<file path="src/sv/running_mean_stddev_unit_macros.svh">
// Assertion helpers for the running mean / deviation unit
`ifndef RUNNING_MEAN_STDDEV_UNIT_MACROS_SVH
`define RUNNING_MEAN_STDDEV_UNIT_MACROS_SVH

// Same-cycle implication, clocked on clk_i, off during reset
`define RMSD_ASSERT_NOW(lbl, ante, cons, msg) \
  lbl: assert property (@(posedge clk_i) disable iff (!rst_ni) (ante) |-> (cons)) \
    else $error(msg);

// Next-cycle implication, clocked on clk_i, off during reset
`define RMSD_ASSERT_NEXT(lbl, ante, cons, msg) \
  lbl: assert property (@(posedge clk_i) disable iff (!rst_ni) (ante) |=> (cons)) \
    else $error(msg);

`endif

</file>
<file path="src/sv/rmsd_pkg.sv">
package rmsd_pkg;

  localparam int unsigned SAMPLE_BITS = 16;
  localparam int unsigned COUNT_BITS  = 16;
  localparam int unsigned FRAC_BITS   = 8;

  localparam int unsigned SUM_W       = SAMPLE_BITS + COUNT_BITS;
  localparam int unsigned MAG_W       = SUM_W - 1;
  localparam int unsigned SQSUM_W     = 2 * SAMPLE_BITS - 2 + COUNT_BITS;
  localparam int unsigned PROD_W      = 2 * MAG_W;
  localparam int unsigned DEN_W       = 2 * COUNT_BITS;
  localparam int unsigned MEAN_W      = SAMPLE_BITS + FRAC_BITS;
  localparam int unsigned QUO_W       = 2 * MEAN_W - 1;
  localparam int unsigned STEP_W      = $clog2(QUO_W + 1);
  localparam int unsigned ROOT_STEP_W = $clog2(MEAN_W + 1);

  localparam int unsigned IN_W  = ((SAMPLE_BITS + 7) / 8) * 8;
  localparam int unsigned OUT_W = ((COUNT_BITS + 2 * MEAN_W + 7) / 8) * 8;

  localparam logic [COUNT_BITS-1:0] COUNT_MAX = '1;

  typedef enum logic {
    CMD_ADD   = 1'b0,
    CMD_CLEAR = 1'b1
  } cmd_e;

  typedef enum logic [3:0] {
    ST_IDLE,
    ST_SQ,
    ST_STATS,
    ST_MEAN,
    ST_B,
    ST_DEN,
    ST_VAR,
    ST_ROOT,
    ST_OUT
  } state_e;

  typedef struct packed {
    logic              start;
    logic [PROD_W-1:0] mcand;
    logic [MAG_W-1:0]  mplier;
  } mul_req_t;

  typedef struct packed {
    logic              start;
    logic [DEN_W-1:0]  rem;
    logic [QUO_W-1:0]  low;
    logic [DEN_W-1:0]  divisor;
    logic [STEP_W-1:0] steps;
  } div_req_t;

  typedef struct packed {
    logic             start;
    logic [QUO_W-1:0] radicand;
  } root_req_t;

endpackage

</file>
<file path="src/sv/rmsd_mul.sv">
module rmsd_mul import rmsd_pkg::*; (
  input  logic              clk_i,
  input  logic              rst_ni,
  input  mul_req_t          req_i,
  output logic              busy_o,
  output logic [PROD_W-1:0] prod_o
);

  logic [PROD_W-1:0] mcand_q, mcand_d;
  logic [PROD_W-1:0] acc_q, acc_d;
  logic [MAG_W-1:0]  mplier_q, mplier_d;

  assign busy_o = (mplier_q != '0);
  assign prod_o = acc_q;

  always_comb begin
    mcand_d  = mcand_q;
    acc_d    = acc_q;
    mplier_d = mplier_q;
    if (req_i.start) begin
      mcand_d  = req_i.mcand;
      mplier_d = req_i.mplier;
      acc_d    = '0;
    end else if (busy_o) begin
      if (mplier_q[0]) begin
        acc_d = acc_q + mcand_q;
      end
      mcand_d  = mcand_q << 1;
      mplier_d = mplier_q >> 1;
    end
  end

  always_ff @(posedge clk_i or negedge rst_ni) begin
    if (!rst_ni) begin
      mplier_q <= '0;
    end else begin
      mplier_q <= mplier_d;
    end
  end

  always_ff @(posedge clk_i) begin
    mcand_q <= mcand_d;
    acc_q   <= acc_d;
  end

endmodule

</file>
<file path="src/sv/rmsd_div.sv">
module rmsd_div import rmsd_pkg::*; (
  input  logic             clk_i,
  input  logic             rst_ni,
  input  div_req_t         req_i,
  output logic             busy_o,
  output logic [QUO_W-1:0] quo_o
);

  logic [DEN_W-1:0]  rem_q, rem_d;
  logic [QUO_W-1:0]  low_q, low_d;
  logic [QUO_W-1:0]  quo_q, quo_d;
  logic [DEN_W-1:0]  dvs_q, dvs_d;
  logic [STEP_W-1:0] cnt_q, cnt_d;
  logic [DEN_W:0]    trial;
  logic [DEN_W:0]    diff;
  logic              ge;

  assign busy_o = (cnt_q != '0);
  assign quo_o  = quo_q;

  always_comb begin
    trial = {rem_q, low_q[QUO_W-1]};
    diff  = trial - {1'b0, dvs_q};
    ge    = (trial >= {1'b0, dvs_q});
    rem_d = rem_q;
    low_d = low_q;
    quo_d = quo_q;
    dvs_d = dvs_q;
    cnt_d = cnt_q;
    if (req_i.start) begin
      rem_d = req_i.rem;
      low_d = req_i.low;
      dvs_d = req_i.divisor;
      cnt_d = req_i.steps;
      quo_d = '0;
    end else if (busy_o) begin
      rem_d = ge ? diff[DEN_W-1:0] : trial[DEN_W-1:0];
      low_d = low_q << 1;
      quo_d = {quo_q[QUO_W-2:0], ge};
      cnt_d = cnt_q - 1'b1;
    end
  end

  always_ff @(posedge clk_i or negedge rst_ni) begin
    if (!rst_ni) begin
      cnt_q <= '0;
    end else begin
      cnt_q <= cnt_d;
    end
  end

  always_ff @(posedge clk_i) begin
    rem_q <= rem_d;
    low_q <= low_d;
    quo_q <= quo_d;
    dvs_q <= dvs_d;
  end

endmodule

</file>
<file path="src/sv/rmsd_sqrt.sv">
module rmsd_sqrt import rmsd_pkg::*; (
  input  logic              clk_i,
  input  logic              rst_ni,
  input  root_req_t         req_i,
  output logic              busy_o,
  output logic [MEAN_W-1:0] root_o
);

  logic [2*MEAN_W-1:0]    rad_q, rad_d;
  logic [MEAN_W:0]        rem_q, rem_d;
  logic [MEAN_W-1:0]      root_q, root_d;
  logic [ROOT_STEP_W-1:0] cnt_q, cnt_d;
  logic [MEAN_W+2:0]      cur;
  logic [MEAN_W+2:0]      trial;
  logic [MEAN_W+2:0]      diff;
  logic                   ge;

  assign busy_o = (cnt_q != '0);
  assign root_o = root_q;

  always_comb begin
    cur    = {rem_q, rad_q[2*MEAN_W-1 -: 2]};
    trial  = {1'b0, root_q, 2'b01};
    diff   = cur - trial;
    ge     = (cur >= trial);
    rad_d  = rad_q;
    rem_d  = rem_q;
    root_d = root_q;
    cnt_d  = cnt_q;
    if (req_i.start) begin
      rad_d  = (2*MEAN_W)'(req_i.radicand);
      rem_d  = '0;
      root_d = '0;
      cnt_d  = ROOT_STEP_W'(MEAN_W);
    end else if (busy_o) begin
      rem_d  = ge ? diff[MEAN_W:0] : cur[MEAN_W:0];
      rad_d  = rad_q << 2;
      root_d = {root_q[MEAN_W-2:0], ge};
      cnt_d  = cnt_q - 1'b1;
    end
  end

  always_ff @(posedge clk_i or negedge rst_ni) begin
    if (!rst_ni) begin
      cnt_q <= '0;
    end else begin
      cnt_q <= cnt_d;
    end
  end

  always_ff @(posedge clk_i) begin
    rad_q  <= rad_d;
    rem_q  <= rem_d;
    root_q <= root_d;
  end

endmodule

</file>
<file path="src/sv/running_mean_stddev_unit.sv">
// A clear word goes straight to ST_OUT and on into the output register; a sample word
// passes the bit-serial multiplier, then 24 + 47 divide steps and 24 root steps, one
// bit or bit pair per cycle. One word in flight at a time;
// the next is taken once its predecessor's result sits in the output register.
// Reset (rst_ni low, asynchronous) empties the set and drops any pending result.
`include "running_mean_stddev_unit_macros.svh"

module running_mean_stddev_unit import rmsd_pkg::*; (
  input  logic             clk_i,
  input  logic             rst_ni,
  input  logic             s_axis_tvalid_i,
  output logic             s_axis_tready_o,
  input  logic [IN_W-1:0]  s_axis_tdata_i,   // sample
  input  logic             s_axis_tuser_i,   // cmd
  output logic             m_axis_tvalid_o,
  input  logic             m_axis_tready_i,
  output logic [OUT_W-1:0] m_axis_tdata_o,   // point_count, mean_value, std_deviation
  output logic [1:0]       m_axis_tuser_o    // set_empty, sample_dropped
);

  state_e                   state_q, state_d;
  logic signed [SUM_W-1:0]  sum_q, sum_d;
  logic [SQSUM_W-1:0]       sq_q, sq_d;
  logic [COUNT_BITS-1:0]    cnt_q, cnt_d;
  logic                     drop_q, drop_d;
  logic [MEAN_W-1:0]        mean_q, mean_d;
  logic [MEAN_W-1:0]        sd_q, sd_d;
  logic [PROD_W-1:0]        diff_q, diff_d;
  logic                     m_valid_q, m_valid_d;
  logic [OUT_W-1:0]         m_data_q, m_data_d;
  logic [1:0]               m_user_q, m_user_d;

  logic                     s_accept;
  logic [SAMPLE_BITS-1:0]   sample;
  logic [SAMPLE_BITS-1:0]   smag;
  logic                     sum_neg;
  logic [SUM_W-1:0]         sum_abs;
  logic [MAG_W-1:0]         amag;
  logic [MEAN_W-1:0]        qmean;
  logic                     empty;

  mul_req_t                 mul_req;
  div_req_t                 div_req;
  root_req_t                root_req;
  logic                     mul_busy, div_busy, root_busy;
  logic [PROD_W-1:0]        mul_prod;
  logic [QUO_W-1:0]         div_quo;
  logic [MEAN_W-1:0]        root_val;

  rmsd_mul u_mul (
    .clk_i  (clk_i),
    .rst_ni (rst_ni),
    .req_i  (mul_req),
    .busy_o (mul_busy),
    .prod_o (mul_prod)
  );

  rmsd_div u_div (
    .clk_i  (clk_i),
    .rst_ni (rst_ni),
    .req_i  (div_req),
    .busy_o (div_busy),
    .quo_o  (div_quo)
  );

  rmsd_sqrt u_sqrt (
    .clk_i  (clk_i),
    .rst_ni (rst_ni),
    .req_i  (root_req),
    .busy_o (root_busy),
    .root_o (root_val)
  );

  assign s_axis_tready_o = (state_q == ST_IDLE);
  assign s_accept        = s_axis_tvalid_i && s_axis_tready_o;
  assign sample          = s_axis_tdata_i[SAMPLE_BITS-1:0];
  assign smag            = sample[SAMPLE_BITS-1] ? (~sample + 1'b1) : sample;
  assign sum_neg         = sum_q[SUM_W-1];
  assign sum_abs         = sum_neg ? (~sum_q + 1'b1) : sum_q;
  assign amag            = sum_abs[MAG_W-1:0];
  assign qmean           = div_quo[MEAN_W-1:0];
  assign empty           = (cnt_q == '0);

  assign m_axis_tvalid_o = m_valid_q;
  assign m_axis_tdata_o  = m_data_q;
  assign m_axis_tuser_o  = m_user_q;

  always_comb begin
    state_d   = state_q;
    sum_d     = sum_q;
    sq_d      = sq_q;
    cnt_d     = cnt_q;
    drop_d    = drop_q;
    mean_d    = mean_q;
    sd_d      = sd_q;
    diff_d    = diff_q;
    m_valid_d = m_valid_q && !m_axis_tready_i;
    m_data_d  = m_data_q;
    m_user_d  = m_user_q;
    mul_req   = '0;
    div_req   = '0;
    root_req  = '0;
    case (state_q)
      ST_IDLE: begin
        if (s_accept) begin
          if (s_axis_tuser_i == CMD_CLEAR) begin
            sum_d   = '0;
            sq_d    = '0;
            cnt_d   = '0;
            drop_d  = 1'b0;
            state_d = ST_OUT;
          end else if (cnt_q == COUNT_MAX) begin
            drop_d  = 1'b1;
            state_d = ST_STATS;
          end else begin
            drop_d         = 1'b0;
            sum_d          = sum_q + SUM_W'(signed'(sample));
            cnt_d          = cnt_q + 1'b1;
            mul_req.start  = 1'b1;
            mul_req.mcand  = PROD_W'(smag);
            mul_req.mplier = MAG_W'(smag);
            state_d        = ST_SQ;
          end
        end
      end
      ST_SQ: begin
        if (!mul_busy) begin
          sq_d    = sq_q + SQSUM_W'(mul_prod);
          state_d = ST_STATS;
        end
      end
      ST_STATS: begin
        div_req.start   = 1'b1;
        div_req.rem     = DEN_W'(amag >> SAMPLE_BITS);
        div_req.low     = QUO_W'(amag[SAMPLE_BITS-1:0]) << (QUO_W - SAMPLE_BITS);
        div_req.divisor = DEN_W'(cnt_q);
        div_req.steps   = STEP_W'(MEAN_W);
        mul_req.start   = 1'b1;
        mul_req.mcand   = PROD_W'(sq_q);
        mul_req.mplier  = MAG_W'(cnt_q);
        state_d         = ST_MEAN;
      end
      ST_MEAN: begin
        if (!mul_busy && !div_busy) begin
          mean_d         = sum_neg ? (~qmean + 1'b1) : qmean;
          diff_d         = mul_prod;
          mul_req.start  = 1'b1;
          mul_req.mcand  = PROD_W'(amag);
          mul_req.mplier = amag;
          state_d        = ST_B;
        end
      end
      ST_B: begin
        if (!mul_busy) begin
          diff_d         = (diff_q > mul_prod) ? (diff_q - mul_prod) : '0;
          mul_req.start  = 1'b1;
          mul_req.mcand  = PROD_W'(cnt_q);
          mul_req.mplier = MAG_W'(cnt_q);
          state_d        = ST_DEN;
        end
      end
      ST_DEN: begin
        if (!mul_busy) begin
          div_req.start   = 1'b1;
          div_req.rem     = DEN_W'(diff_q >> (QUO_W - 2 * FRAC_BITS));
          div_req.low     = QUO_W'(diff_q[QUO_W-2*FRAC_BITS-1:0]) << (2 * FRAC_BITS);
          div_req.divisor = mul_prod[DEN_W-1:0];
          div_req.steps   = STEP_W'(QUO_W);
          state_d         = ST_VAR;
        end
      end
      ST_VAR: begin
        if (!div_busy) begin
          root_req.start    = 1'b1;
          root_req.radicand = div_quo;
          state_d           = ST_ROOT;
        end
      end
      ST_ROOT: begin
        if (!root_busy) begin
          sd_d    = root_val;
          state_d = ST_OUT;
        end
      end
      ST_OUT: begin
        if (!m_valid_q || m_axis_tready_i) begin
          m_valid_d = 1'b1;
          m_data_d  = OUT_W'({empty ? '0 : sd_q, empty ? '0 : mean_q, cnt_q});
          m_user_d  = {drop_q, empty};
          state_d   = ST_IDLE;
        end
      end
      default: begin
        state_d = ST_IDLE;
      end
    endcase
  end

  always_ff @(posedge clk_i or negedge rst_ni) begin
    if (!rst_ni) begin
      state_q   <= ST_IDLE;
      sum_q     <= '0;
      sq_q      <= '0;
      cnt_q     <= '0;
      drop_q    <= 1'b0;
      m_valid_q <= 1'b0;
    end else begin
      state_q   <= state_d;
      sum_q     <= sum_d;
      sq_q      <= sq_d;
      cnt_q     <= cnt_d;
      drop_q    <= drop_d;
      m_valid_q <= m_valid_d;
    end
  end

  always_ff @(posedge clk_i) begin
    mean_q   <= mean_d;
    sd_q     <= sd_d;
    diff_q   <= diff_d;
    m_data_q <= m_data_d;
    m_user_q <= m_user_d;
  end

  `RMSD_ASSERT_NEXT(a_accept_leaves_idle, s_accept, state_q != ST_IDLE, "accepted word left sequencer idle")
  `RMSD_ASSERT_NOW(a_empty_reads_zero, m_axis_tvalid_o && m_axis_tuser_o[0], m_axis_tdata_o == '0, "empty set with nonzero statistics")
  `RMSD_ASSERT_NOW(a_drop_only_full, m_axis_tvalid_o && m_axis_tuser_o[1], m_axis_tdata_o[COUNT_BITS-1:0] == COUNT_MAX, "dropped sample below full count")
  `RMSD_ASSERT_NOW(a_units_idle, state_q == ST_IDLE, !mul_busy && !div_busy && !root_busy, "arithmetic unit busy while idle")

endmodule

</file>
<file path="config.mk">
export PLATFORM = sky130hd
export DESIGN_NAME = running_mean_stddev_unit
export DESIGN_NICKNAME = d
export VERILOG_FILES = /design/src/sv/rmsd_pkg.sv /design/src/sv/rmsd_mul.sv /design/src/sv/rmsd_div.sv /design/src/sv/rmsd_sqrt.sv /design/src/sv/running_mean_stddev_unit.sv
export VERILOG_INCLUDE_DIRS = /design/src /design/src/sv
export SDC_FILE = /design/constraint.sdc
export NUM_CORES = 2
export LEC_CHECK = 0
export BUFFER_PORTS_ARGS = -buffer_cell sky130_fd_sc_hd__buf_4
export CAP_MARGIN = 20
export CORE_ASPECT_RATIO = 1.2
export CORE_MARGIN = 2
export CORE_UTILIZATION = 54
export CTS_CLUSTER_SIZE = 24
export DETAILED_ROUTE_END_ITERATION = 12
export GPL_ROUTABILITY_DRIVEN = 1
export PLACE_DENSITY = 0.7
export REMOVE_ABC_BUFFERS = 1
export SETUP_SLACK_MARGIN = 0.4
export SLEW_MARGIN = 10
export SYNTH_ARGS = -nofsm -noshare
export SYNTH_HDL_FRONTEND = slang
export SYNTH_HIERARCHICAL = 1
export SYNTH_SLANG_ARGS = --single-unit
</file>
<file path="constraint.sdc">
create_clock -name clk_i -period 19.4 [get_ports clk_i]
set_clock_uncertainty 0.15 [all_clocks]
set_input_delay 1.94 -clock clk_i [delete_from_list [all_inputs] [get_ports clk_i]]
set_output_delay 1.94 -clock clk_i [all_outputs]
set_load 0.01 [all_outputs]
</file>
==> results.md <==
- Status: complete, no violations
- Cell mode on critical path: buf_4
- Cell area power density: 192.0 nW/um^2
- Bufs and invs on worst path: 4
- Synth Flop Type: edfxtp_1
- Hold Crit Start: u_div/quo_o[46]
- Die area: 86210 sq um
- Netlist Area Pre-Place: 45290 sq um
- Total Nets Final: ~5000
- CP Capture Type: flip-flop
- Register area: about 19000 sq um
- Worst EP required: 19.64 ns
- # Max-Cap Violations: 0
- Hold Path Stages: 2
- Row cnt: 116
- Gr usage total: about 28%
- Synth Register Bits: ~700
- Clock buffer count from CTS: 74
- Lkg Pwr: 20.88 nW
- Clock transition at path regs: around 0.07 ns
- CP delay by family, top: buffers and inverters
- Mapped Cells: roughly 4700
- Setup CP Type: reg -> reg
- Dpl cells: between 5000 and 6000
- CTS Hold Buffers Added: 0
- DRC: 0
- Max frequency: between 0.15 and 0.2 GHz
- Syn-to-layout area delta: 9.156%
- TritonCTS clock tree: done
- Tot Pwr: 9.489 mW
- Final HPWL DP: 87670 um
- Worst vdd ir: about 0.27 mV
- Antenna Nets Post-Route: 0
- Worst-margin pin slew: ~0.94 ns
- Routed WL per cell: 20.34 um
- Final min period: 6.143 ns
- Initial Util: 54.36%
- Worst Hold Class: reg -> reg
- Setup TNS: 0 ns
- RePlAce Congestion: ~0.95
- First-pass GRT wire length: 188700 um
- Hold Vio Cnt, Final: 0
- Max_slew headroom: 36.47%
- Final wirelength: 119900 um
- Post-CTS sizing: 0
- TritonCTS Sinks: approximately 700
- Crit Reg-Reg Startpoint: u_mul/mplier_q[0]
- Post-synth EDFFs: slightly below 400
- Fin util: 59.34%
- Largest net degree at the start of global routing: 90
- DRT Pass-1 Iters: 6
- CP Cell Sequence: buf_4 > nor4_1 > nand4_1 > or2_2 > nor3_2 > buf_4 > or2_4 > buf_4 > buf_4 > nor2b_1 > a221o_1
- WP data arrival: 6.38 ns
- Setup slack, reg-to-reg: 13.26 ns
- Global route overflow: 0
- CTS max path bufs: 3
- Highest-delay cell along the critical path: buf_4
- Vias in the first global route: about 35000
- Iteration-0 DRC Markers: 2919
- Die width: 268.4 um
- Number of setup buffers added after CTS: 0
- Setup crit start kind: flip-flop
- H-tree levels: 3
- Reg2Reg Capture Point: u_div/rem_q[31]
- Fillers: roughly 7300
- CP max FO: 86
- Vias: 35610
- Setup violation total in the final timing report: 0
- R2R depth: 11
- Crit share post-route: 31.66%
- Clk_lat worst skew: approximately 0.65 ns
- IO Count: 89
- Layout cells sized above 1: 11.94%
- Slew Viols, Final: 0
- Vias/cell: 6.042
- RSZ-0062 raised after global routing: no
- Initial antenna violation count: 5
- Sequential share of the synthesized area: between 40% and 50%
- Hold EP: u_div/quo_o[46]
- IO Port Bufs: 88
- Multi-input logic area: about 25000 sq um
- CORE AREA: 83310 sq um
- Crit-path max cell delay: 0.81 ns
- Die height: around 320 um
- Post-synth cell types: 127
- Clk root buf: clkbuf_16
- Async SR Flop Fraction: approximately a fifth
- Fin cells: approximately 5900
- Yosys warnings: 6
- Avg Inst Size Synth: 9.579 sq um
==> cells in the final DEF (no fill, tap or decap), types with 29 or more instances in the layout <==
master / Yosys / routed
and2_1: 154 / 154
a31oi_1: 35 / 35
dfxtp_1: 159 / 159
nand4_1: 64 / 64
a21oi_1: 354 / 353
xor2_1: 118 / 118
nor2_1: 273 / 271
nand3_1: 77 / 77
o21bai_1: 51 / 51
conb_1: 1 / 33
o21ai_0: 191 / 190
nor3_1: 71 / 65
xnor2_1: 167 / 167
o21a_1: 33 / 33
ha_1: 265 / 265
mux2_2: 214 / 214
nand2b_1: 47 / 45
a22o_1: 102 / 102
and3_1: 39 / 39
edfxtp_1: 396 / 396
o31ai_1: 41 / 41
nand2_1: 513 / 512
nor2b_1: 30 / 30
a21o_1: 187 / 187
inv_1: 216 / 216
nor4_1: 47 / 47
dfrtp_1: 142 / 141
clkbuf_16: 0 / 76
o211ai_1: 29 / 29
buf_4: 6 / 129
mux2i_1: 29 / 29
==> where the power goes <==
group | internal (mW) | switching [mW]
Sequential | 2.31 | 0.452
Clock | 0.903 | 0.626
Combinational | 2.06 | 3.14
==> worst max-delay path by stage <==
stage | from | cells after the start | slack (ns) | end
floorplan | u_div/cnt_q[0] | 7 | 4.28 | u_sqrt/rad_q[0]
global placement | u_mul/mplier_q[0] | 13 | 13.25 | u_mul/prod_o[58]
detailed placement | u_mul/mplier_q[0] | 13 | 13.12 | u_mul/prod_o[58]
CTS | u_mul/mplier_q[0] | 13 | 13.11 | u_mul/prod_o[58]
global route | u_mul/mplier_q[0] | 11 | 12.87 | u_div/rem_q[21]
finish | u_mul/mplier_q[0] | 11 | 13.26 | u_div/rem_q[31]
==> synthesized netlist by cell type, types with 35 or more instances <==
master / count / area, sq um
a21o_1: 187 / 1404
a21oi_1: 354 / 1772
a22o_1: 102 / 893.4
a31oi_1: 35 / 219.0
and2_1: 154 / 963.4
and3_1: 39 / 244.0
clkbuf_1: 216 / 810.8
dfrtp_1: 142 / 3553
dfxtp_1: 159 / 3183
edfxtp_1: 396 / 11890
ha_1: 265 / 3316
inv_1: 216 / 810.8
mux2_2: 214 / 2410
nand2_1: 513 / 1926
nand2b_1: 47 / 294.0
nand3_1: 77 / 385.4
nand4_1: 64 / 400.4
nor2_1: 273 / 1025
nor3_1: 71 / 355.3
nor4_1: 47 / 294.0
o21ai_0: 191 / 955.9
o21bai_1: 51 / 382.9
o31ai_1: 41 / 307.8
xnor2_1: 167 / 1463
xor2_1: 118 / 1033
==> worst reg2reg max path, cell delays in order (launching register included) <==
cell and delay, ns:
dfrtp_2 0.39, buf_4 0.22, nor4_1 0.29, nand4_1 0.30, or2_2 0.64, nor3_2 0.28
buf_4 0.65, or2_4 0.63, buf_4 0.81, buf_4 0.79, nor2b_1 0.37, a221o_1 0.37
==> cell type report <==
| cell class | count | share of cell area [%] |
|---|---|---|
| Multi-Input combinational cell | 3585 | 50.44 |
| Antenna cell | 1 | 0.005062 |
| Timing Repair Buffer | 133 | 2.065 |
| Clock inverter | 36 | 1.136 |
| Tap cell | 1121 | 2.837 |
| Clock buffer | 102 | 4.166 |
| Inverter | 219 | 1.663 |
| Sequential cell | 697 | 37.68 |
==> cell families (layout without fill, tap and decap cells) <==
| family | after synthesis | count (layout) | synth area share (%) |
|---|---|---|---|
| simple gates | 1456 | 1456 | 15.78 |
| compound gates | 1291 | 1291 | 19.61 |
| flops | 697 | 697 | 41.13 |
| buf+inv | 478 | 490 | 4.274 |
| xor+xnor | 285 | 285 | 5.511 |
| fa+ha+maj | 270 | 270 | 7.542 |
| mux | 250 | 250 | 6.144 |
| other cells | 1 | 34 | 0.008280 |
==> through the flow <==
| step | hold WS, ns | setup slack (ns) | area (sq um) |
|---|---|---|---|
| after floorplan | 0.2694 | 4.283 | 44300 |
| after global placement | 0.2788 | 13.25 | 46770 |
| after detailed placement | 0.2876 | 13.12 | 46770 |
| after CTS | 0.3024 | 13.11 | 49390 |
| after global routing | 0.3171 | 12.87 | 49430 |
| final | 0.3018 | 13.26 | 49440 |
==> registers in the layout, indices dropped and copies added, names as in the netlist, 24 cells and up <==
signal and cells:
diff_q 62, m_axis_tdata_o 64, mean_q 24, sd_q 24, sq_q 46, sum_q 32, u_div/dvs_q 32, u_div/low_q 47
u_div/quo_o 47, u_div/rem_q 32, u_mul/mcand_q 62, u_mul/mplier_q 31, u_mul/prod_o 62, u_sqrt/rad_q 48, u_sqrt/rem_q 25, u_sqrt/root_o 24
==> metal layers <==
metal / routed length (um) / GRT usage [%]
met1: 50140 / 34.21
met2: 58830 / 47.78
met3: 5631 / 3.200
met4: 5248 / 12.42
met5: 41 / 0
No activity file was read; power rests on OpenSTA's default activity.
